## config.mk

```make
export PLATFORM = sky130hd
export DESIGN_NAME = texel_modulate_and_semi_blend
export DESIGN_NICKNAME = d
export VERILOG_FILES = /design/src/rtl/tmsb_pkg.sv /design/src/rtl/tmsb_blend.sv /design/src/rtl/texel_modulate_and_semi_blend.sv
export VERILOG_INCLUDE_DIRS = /design/src /design/src/rtl
export SDC_FILE = /design/constraint.sdc
export NUM_CORES = 1
export LEC_CHECK = 0
export BUFFER_PORTS_ARGS = -buffer_cell sky130_fd_sc_hd__buf_2
export CORE_MARGIN = 8
export CORE_UTILIZATION = 60
export DETAILED_ROUTE_END_ITERATION = 7
export GPL_ROUTABILITY_DRIVEN = 0
export PLACE_DENSITY_LB_ADDON = 0.15
export SLEW_MARGIN = 20
export SYNTH_ARGS = -nofsm -noshare
export SYNTH_HDL_FRONTEND = slang
export SYNTH_SLANG_ARGS = --single-unit
```

## constraint.sdc

```tcl
create_clock -name clock -period 14.3 [get_ports clock]
set_clock_uncertainty 0.15 [all_clocks]
set_input_delay 1.43 -clock clock [delete_from_list [all_inputs] [get_ports clock]]
set_output_delay 1.43 -clock clock [all_outputs]
set_load 0.01 [all_outputs]
```

## src/rtl/texel_modulate_and_semi_blend_defines.svh

```systemverilog
// assertion macros for the texel modulate and semi blend block
// expects signals named clock and reset in the scope of each use
`ifndef TEXEL_MODULATE_AND_SEMI_BLEND_DEFINES_SVH
`define TEXEL_MODULATE_AND_SEMI_BLEND_DEFINES_SVH

// condition implies consequence in the same cycle
`define TMSB_ASSERT_SAME(label, pre, post) \
   label: assert property (@(posedge clock) disable iff (reset) (pre) |-> (post)) \
      else $error("tmsb same-cycle check failed");

// condition implies consequence in the following cycle
`define TMSB_ASSERT_NEXT(label, pre, post) \
   label: assert property (@(posedge clock) disable iff (reset) (pre) |=> (post)) \
      else $error("tmsb next-cycle check failed");

`endif

```

## src/rtl/tmsb_pkg.sv

```systemverilog
// shared types, codes and helpers of the texel modulate and semi blend block
// no dependencies
`default_nettype none

package tmsb_pkg;

   // blend mode codes
   typedef logic [1:0] blend_mode_type;
   localparam blend_mode_type BLEND_AVERAGE = 2'd0;
   localparam blend_mode_type BLEND_ADD     = 2'd1;
   localparam blend_mode_type BLEND_SUB     = 2'd2;
   localparam blend_mode_type BLEND_QUARTER = 2'd3;

   // field constants
   localparam int TEXEL_W    = 16;
   localparam int SEMI_BIT   = 15;
   localparam int CHAN_W     = 8;
   localparam int FIVE_W     = 5;
   localparam int NUM_CHAN   = 3;
   localparam int PROD_W     = 2 * CHAN_W;
   localparam int MOD_SHIFT  = 7;
   localparam logic [FIVE_W-1:0] FIVE_MAX = 5'd31;
   localparam logic [CHAN_W-1:0] CHAN_MAX = 8'd255;

   // one colour, index 2 red, 1 green, 0 blue
   typedef logic [NUM_CHAN-1:0][CHAN_W-1:0] color_type;
   typedef logic [NUM_CHAN-1:0][PROD_W-1:0] product_type;

   // per-fragment control that travels down the pipeline
   typedef struct packed {
      logic           transparent;
      logic           blend;
      blend_mode_type mode;
   } frag_ctrl_type;

   // 5 bit to 8 bit channel expansion
   function automatic logic [CHAN_W-1:0] expand5(input logic [FIVE_W-1:0] x);
      return {x, x[FIVE_W-1:FIVE_W-3]};
   endfunction

endpackage

`default_nettype wire

```

## src/rtl/tmsb_blend.sv

```systemverilog
// one colour channel of the semi-transparency blend at 5 bits, clamped and re-expanded
// depends on tmsb_pkg
`default_nettype none

module tmsb_blend (
   input  logic [7:0]              back_chan,
   input  logic [7:0]              front_chan,
   input  tmsb_pkg::blend_mode_type mode,
   output logic [7:0]              blend_chan
);
   import tmsb_pkg::*;

   logic [FIVE_W-1:0] bk;
   logic [FIVE_W-1:0] fr;
   logic [FIVE_W:0]   sum_full;
   logic [FIVE_W:0]   sum_quarter;
   logic [FIVE_W-1:0] result;

   // top five bits of each colour
   assign bk = back_chan[CHAN_W-1:CHAN_W-FIVE_W];
   assign fr = front_chan[CHAN_W-1:CHAN_W-FIVE_W];

   assign sum_full    = {1'b0, bk} + {1'b0, fr};
   assign sum_quarter = {1'b0, bk} + {3'b000, fr[FIVE_W-1:2]};

   // blend and clamp to 0..31
   always_comb begin
      unique case (mode)
         BLEND_AVERAGE: result = sum_full[FIVE_W:1];
         BLEND_ADD:     result = sum_full[FIVE_W] ? FIVE_MAX : sum_full[FIVE_W-1:0];
         BLEND_SUB:     result = (bk < fr) ? '0 : (bk - fr);
         BLEND_QUARTER: result = sum_quarter[FIVE_W] ? FIVE_MAX : sum_quarter[FIVE_W-1:0];
         default:       result = '0;
      endcase
   end

   assign blend_chan = expand5(result);

endmodule

`default_nettype wire

```

## src/rtl/texel_modulate_and_semi_blend.sv

```systemverilog
// top level: four-stage fragment colour pipeline, texel expand, shade modulate, blend
// depends on tmsb_pkg, tmsb_blend and texel_modulate_and_semi_blend_defines.svh
//
//   channel  direction  ports
//   req      in         req_valid/req_ready, texel, shades, flags, mode, back color
//   rsp      out        rsp_valid/rsp_ready, pixel_color, write_enable
//
// one fragment per cycle unless rsp_ready stalls; rsp_valid is the stage 4 valid bit
// stages: texel expand and flags, 8x8 multiply per channel, saturate and select, blend
// each stage holds while its successor is full and stalled; valid bits travel with data
// synchronous reset clears only the stage valid bits
`default_nettype none
`include "texel_modulate_and_semi_blend_defines.svh"

module texel_modulate_and_semi_blend (
   input  logic                     clock,
   input  logic                     reset,
   input  logic                     req_valid,
   output logic                     req_ready,
   input  logic [15:0]              req_texel,
   input  logic [7:0]               req_shade_red,
   input  logic [7:0]               req_shade_green,
   input  logic [7:0]               req_shade_blue,
   input  logic                     req_textured,
   input  logic                     req_raw_texture,
   input  logic                     req_semi_enable,
   input  tmsb_pkg::blend_mode_type req_blend_mode,
   input  logic [23:0]              req_back_color,
   output logic                     rsp_valid,
   input  logic                     rsp_ready,
   output logic [23:0]              rsp_pixel_color,
   output logic                     rsp_write_enable
);
   import tmsb_pkg::*;

   // stage valid bits
   logic v1_ff, v1_in;
   logic v2_ff, v2_in;
   logic v3_ff, v3_in;
   logic v4_ff, v4_in;
   logic rdy1, rdy2, rdy3, rdy4;

   // stage 1 payload
   frag_ctrl_type ctrl1_ff, ctrl1_in;
   color_type     tex1_ff, tex1_in;
   color_type     shade1_ff, shade1_in;
   logic          mod1_ff, mod1_in;
   logic          textured1_ff;
   color_type     back1_ff;

   // stage 2 payload
   frag_ctrl_type ctrl2_ff;
   product_type   prod2_ff, prod2_in;
   color_type     pass2_ff, pass2_in;
   logic          mod2_ff;
   color_type     back2_ff;

   // stage 3 payload
   frag_ctrl_type ctrl3_ff;
   color_type     s3_front_ff, s3_front_in;
   color_type     back3_ff;

   // stage 4 payload
   color_type     color4_ff, color4_in;
   logic          we4_ff, we4_in;
   logic          s4_blend_ff;
   color_type     blended;

   // ready chain from the output register back to the input
   assign rdy4      = !v4_ff || rsp_ready;
   assign rdy3      = !v3_ff || rdy4;
   assign rdy2      = !v2_ff || rdy3;
   assign rdy1      = !v1_ff || rdy2;
   assign req_ready = rdy1;

   assign v1_in = rdy1 ? req_valid : v1_ff;
   assign v2_in = rdy2 ? v1_ff     : v2_ff;
   assign v3_in = rdy3 ? v2_ff     : v3_ff;
   assign v4_in = rdy4 ? v3_ff     : v4_ff;

   always_ff @(posedge clock) begin
      if (reset) begin
         v1_ff <= 1'b0;
         v2_ff <= 1'b0;
         v3_ff <= 1'b0;
         v4_ff <= 1'b0;
      end else begin
         v1_ff <= v1_in;
         v2_ff <= v2_in;
         v3_ff <= v3_in;
         v4_ff <= v4_in;
      end
   end

   // stage 1: texel expansion and fragment flags
   always_comb begin
      ctrl1_in.transparent = req_textured && (req_texel == '0);
      ctrl1_in.blend       = req_semi_enable && (!req_textured || req_texel[SEMI_BIT]);
      ctrl1_in.mode        = req_blend_mode;
      tex1_in[2]           = expand5(req_texel[4:0]);
      tex1_in[1]           = expand5(req_texel[9:5]);
      tex1_in[0]           = expand5(req_texel[14:10]);
      shade1_in            = {req_shade_red, req_shade_green, req_shade_blue};
      mod1_in              = req_textured && !req_raw_texture;
   end

   always_ff @(posedge clock) begin
      if (rdy1) begin
         ctrl1_ff     <= ctrl1_in;
         tex1_ff      <= tex1_in;
         shade1_ff    <= shade1_in;
         mod1_ff      <= mod1_in;
         textured1_ff <= req_textured;
         back1_ff     <= req_back_color;
      end
   end

   // stage 2: texel times shade per channel, pass-through color
   always_comb begin
      for (int c = 0; c < NUM_CHAN; c++) begin
         prod2_in[c] = {{CHAN_W{1'b0}}, tex1_ff[c]} * {{CHAN_W{1'b0}}, shade1_ff[c]};
      end
      pass2_in = textured1_ff ? tex1_ff : shade1_ff;
   end

   always_ff @(posedge clock) begin
      if (rdy2) begin
         ctrl2_ff <= ctrl1_ff;
         prod2_ff <= prod2_in;
         pass2_ff <= pass2_in;
         mod2_ff  <= mod1_ff;
         back2_ff <= back1_ff;
      end
   end

   // stage 3: scale by 1/128, saturate, pick the front color
   always_comb begin
      for (int c = 0; c < NUM_CHAN; c++) begin
         if (!mod2_ff) begin
            s3_front_in[c] = pass2_ff[c];
         end else if (prod2_ff[c][PROD_W-1]) begin
            s3_front_in[c] = CHAN_MAX;
         end else begin
            s3_front_in[c] = prod2_ff[c][PROD_W-2:MOD_SHIFT];
         end
      end
   end

   always_ff @(posedge clock) begin
      if (rdy3) begin
         ctrl3_ff    <= ctrl2_ff;
         s3_front_ff <= s3_front_in;
         back3_ff    <= back2_ff;
      end
   end

   // stage 4: semi-transparency blend per channel
   for (genvar c = 0; c < NUM_CHAN; c++) begin : g_blend
      tmsb_blend u_blend (
         .back_chan  (back3_ff[c]),
         .front_chan (s3_front_ff[c]),
         .mode       (ctrl3_ff.mode),
         .blend_chan (blended[c])
      );
   end

   always_comb begin
      we4_in = !ctrl3_ff.transparent;
      if (ctrl3_ff.transparent) begin
         color4_in = '0;
      end else if (ctrl3_ff.blend) begin
         color4_in = blended;
      end else begin
         color4_in = s3_front_ff;
      end
   end

   always_ff @(posedge clock) begin
      if (rdy4) begin
         color4_ff   <= color4_in;
         we4_ff      <= we4_in;
         s4_blend_ff <= ctrl3_ff.blend;
      end
   end

   assign rsp_valid        = v4_ff;
   assign rsp_pixel_color  = color4_ff;
   assign rsp_write_enable = we4_ff;

   // checks on pipeline behavior
   `TMSB_ASSERT_SAME(a_transparent_black, rsp_valid && !rsp_write_enable, rsp_pixel_color == '0)
   `TMSB_ASSERT_NEXT(a_accept_fills_s1, req_valid && req_ready, v1_ff)
   `TMSB_ASSERT_NEXT(a_s3_stall_holds, v3_ff && !rdy4, v3_ff && $stable(s3_front_ff))
   `TMSB_ASSERT_SAME(a_blend_expanded,
                     rsp_valid && s4_blend_ff && rsp_write_enable,
                     rsp_pixel_color[18:16] == rsp_pixel_color[23:21])
   `TMSB_ASSERT_SAME(a_empty_is_ready, !v1_ff, req_ready)

endmodule

`default_nettype wire

```

==> impl_metrics.csv <==
group,metric,value,unit
outcome,outcome,"complete, no violations",
drt,viasPerCell,5.41,
placement,hpwl,20900,um
logic_synthesis,synth_area,14200,sq um
placement,placed_cell_area,15000,sq um
logic_synthesis,synth_xor_xnor_area_share,0.0234,
logic_synthesis,synthSimpleGateAreaFrac,0.107,
hold_path,hold_class,"register to register",
logic_synthesis,syn_inst,1250,
drt,drtPass1Iterations,5,
cts,clk_latency,520,ps
cts,root_buffer,"clkbuf_16",
logic_synthesis,synth_area_per_cell,11.4,sq um
placement,io_buffer_count,90,
global_routing,grt_max_degree,72,
floorplan,die_area,28900,sq um
sta,setup_tns,0,ps
worst_setup_path,critPathLaunchType,"register",
floorplan,core_area,23400,sq um
worst_setup_path,worstPathMaxFanout,10,
floorplan,row_count,56,
floorplan,design.portCount,100,
logic_synthesis,synth_nets,1569,
worst_setup_path,worst_path_largest_cell_delay,560,ps
pwr,p_per_area,135,nW/um^2
sta,rsz0062_at_grt,"false",
hold_path,hp-start,"ctrl2_ff[3]$_DFFE_PP_",
finish,final_nets,1659,
sta,maxSlewHeadroom,0.314,
sta,setup_violations,0,
logic_synthesis,synth_common_cells,"inv_1, edfxtp_1, ha_1",
worst_setup_path,critPathArrivalTime,5390,ps
worst_setup_path,path_class,"register to register",
global_routing,grt_pass1_vias,9389,
worst_setup_path,crit_slowest_cell,"edfxtp_1",
worst_setup_path,crit_path_end_kind,"register",
cts,cts_buffer_depth,3,
finish,syn_to_final_growth,10.7,%
logic_synthesis,yosys.cell_count.top_type,"inv_1",
worst_setup_path,worstPathCellList,"and2_1, fa_1, inv_1, fa_1, inv_1, fa_1, inv_1, fa_1, inv_1, ha_1, or4_4, a41oi_4, a21oi_2, o41a_4, nor4_1, nor4bb_1",
sta,finalHoldViolCount,0,
logic_synthesis,synth.top_cell.area_share,0.420,
cts,postCtsSetupRepairBufs,0,
drt,dr.first_iter.drc_count,558,
drt,wl_per_cell,16.0,um
logic_synthesis,async_reset_ff_frac,0,
logic_synthesis,synth_top_family_by_area,"adder cells",
finish,drive_gt1_frac,0.108,
worst_setup_path,crit_family,"adder cells",
cts,cts_tree,"built",
cts,htreeDepth,1,
logic_synthesis,yosysTopAreaCell,"edfxtp_1",
logic_synthesis,synth_edf_count,199,
logic_synthesis,synth_compound_area_frac,0.100,
sta,post-route-period-util,0.371,
drt,drcViolationCount,0,
floorplan,die_w,170,um
cts,hold_buffers,0,
worst_setup_path,r2r_start,"tex1_ff[5]$_DFFE_PP_",
sta,fmax,0.189,GHz
worst_setup_path,cp_num_buf_inv,4,
cts,clkTransAtPathRegs,60,ps
logic_synthesis,ys_ff_latch,203,
drt,finalWirelength,26700,um
cts,cts.repair.resized,0,
global_routing,antenna_found_initial,0,
logic_synthesis,synth_cell_types,70,
finish,n_antenna_cell,0,
drt,detail-route-antenna-nets,0,
logic_synthesis,synth_mux_area_frac,0.00774,
global_routing,grt_pass1_wl,45200,um
logic_synthesis,synth-main-ff-cell,"edfxtp_1",
global_routing,grt_overflow_total,0,
pwr,total_power,2.13,mW
global_routing,track_usage,0.192,
finish,final_cell_area,15700,sq um
drt,vias,9060,
logic_synthesis,synthAdderAreaFrac,0.273,
sta,maxSlewViolCount,0,
logic_synthesis,netlist_top_cells_area,"edfxtp_1, fa_1, ha_1",
finish,nFillCells,1832,
job,cap_viol_max_count,0,
cts,cts_buffers,22,
worst_setup_path,required,14390,ps
sta,worst_pin_slew,1030,ps
logic_synthesis,yosysWarningCount,0,
sta,period_needed,5300,ps
pwr,vdd_drop_max,0.0973,mV
finish,fin_util,0.672,
pwr,cellLeakagePower,7.22,nW
floorplan,dieHeight,170,um
floorplan,start_util,0.608,
cts,clkSinkCount,203,
worst_setup_path,worstSetupStartpoint,"tex1_ff[5]$_DFFE_PP_",
logic_synthesis,synth-seq-area-share,0.426,
[per-stage QoR]
step	setup WS [ps]	hold WS, ps	instances
4_1_cts	9000	260	1674
5_1_grt	8700	270	1674
6_report	9000	256	1674
2_1_floorplan	9330	250	1250
3_5_place_dp	9040	255	1635
3_3_place_gp	9090	252	1635
[placed cells by master, fill, tap and decap left out, types with 23 or more instances in the layout]
| cell | n |
|---|---|
| a21oi_1 | 42 |
| o21ai_0 | 43 |
| fa_1 | 108 |
| buf_2 | 90 |
| nand2_1 | 101 |
| o22a_1 | 23 |
| ha_1 | 138 |
| xnor2_1 | 29 |
| edfxtp_1 | 199 |
| and2_1 | 74 |
| inv_1 | 203 |
| nor2_1 | 61 |
[path summary, 6_finish.rpt]
path	endpoint	slack, ps	cells after the start
worst max-delay path	prod2_ff[15]$_DFFE_PP_	9000	16
worst min register to register	ctrl3_ff[3]$_DFFE_PP_	260	0
worst min-delay path	ctrl3_ff[3]$_DFFE_PP_	260	0
worst max register to register	prod2_ff[15]$_DFFE_PP_	9000	16
[power by group]
| part | internal, mW | total (mW) | switching (mW) |
|---|---|---|---|
| Clock | 0.341 | 0.571 | 0.230 |
| Sequential | 0.774 | 0.823 | 0.0488 |
| Combinational | 0.338 | 0.733 | 0.395 |
[logic make-up after synthesis]
kind of cell             Yosys count
AND/OR/NAND/NOR                  308
buffers and inverters            235
XOR/XNOR                          38
AO/OA/AOI/OAI                    210
flip-flops                       203
multiplexers                      10
adder cells (fa/ha/maj)          246
[per-layer routing]
layer | track usage | vias to the layer above | part of all wire
met3 | 0.0271 | 40 | 0.051
met5 | 0 | - | 0
met2 | 0.310 | 224 | 0.46
li1 | - | 4440 | -
met1 | 0.270 | 4356 | 0.47
met4 | 0.0549 | 0 | 0.025
[area by class of cell]
cell class                      instances  area (sq um)  share of cell area
Inverter                              207           777              0.0494
Sequential cell                       203          6060               0.385
Clock buffer                           25           562              0.0357
Multi-Input combinational cell        812          7290               0.463
Tap cell                              319           399              0.0254
Clock inverter                         14           175              0.0111
Timing Repair Buffer                   94           480              0.0305
[registers in the layout, summed over array words and instances, names as in the netlist, 15 cells and up]
register / cells
shade1_ff: 24
prod2_ff: 27
back2_ff: 15
pass2_ff: 24
back1_ff: 15
tex1_ff: 15
rsp_pixel_color: 24
s3_front_ff: 24
back3_ff: 15
[worst reg2reg max path: stages, from the launching register on]
cell,delay (ps)
edfxtp_1,560
and2_1,250
fa_1,560
inv_1,60
fa_1,530
inv_1,50
fa_1,480
inv_1,50
fa_1,490
inv_1,50
ha_1,190
or4_4,510
a41oi_4,280
a21oi_2,120
o41a_4,380
nor4_1,240
nor4bb_1,100
(Power assumes the default switching activity.)
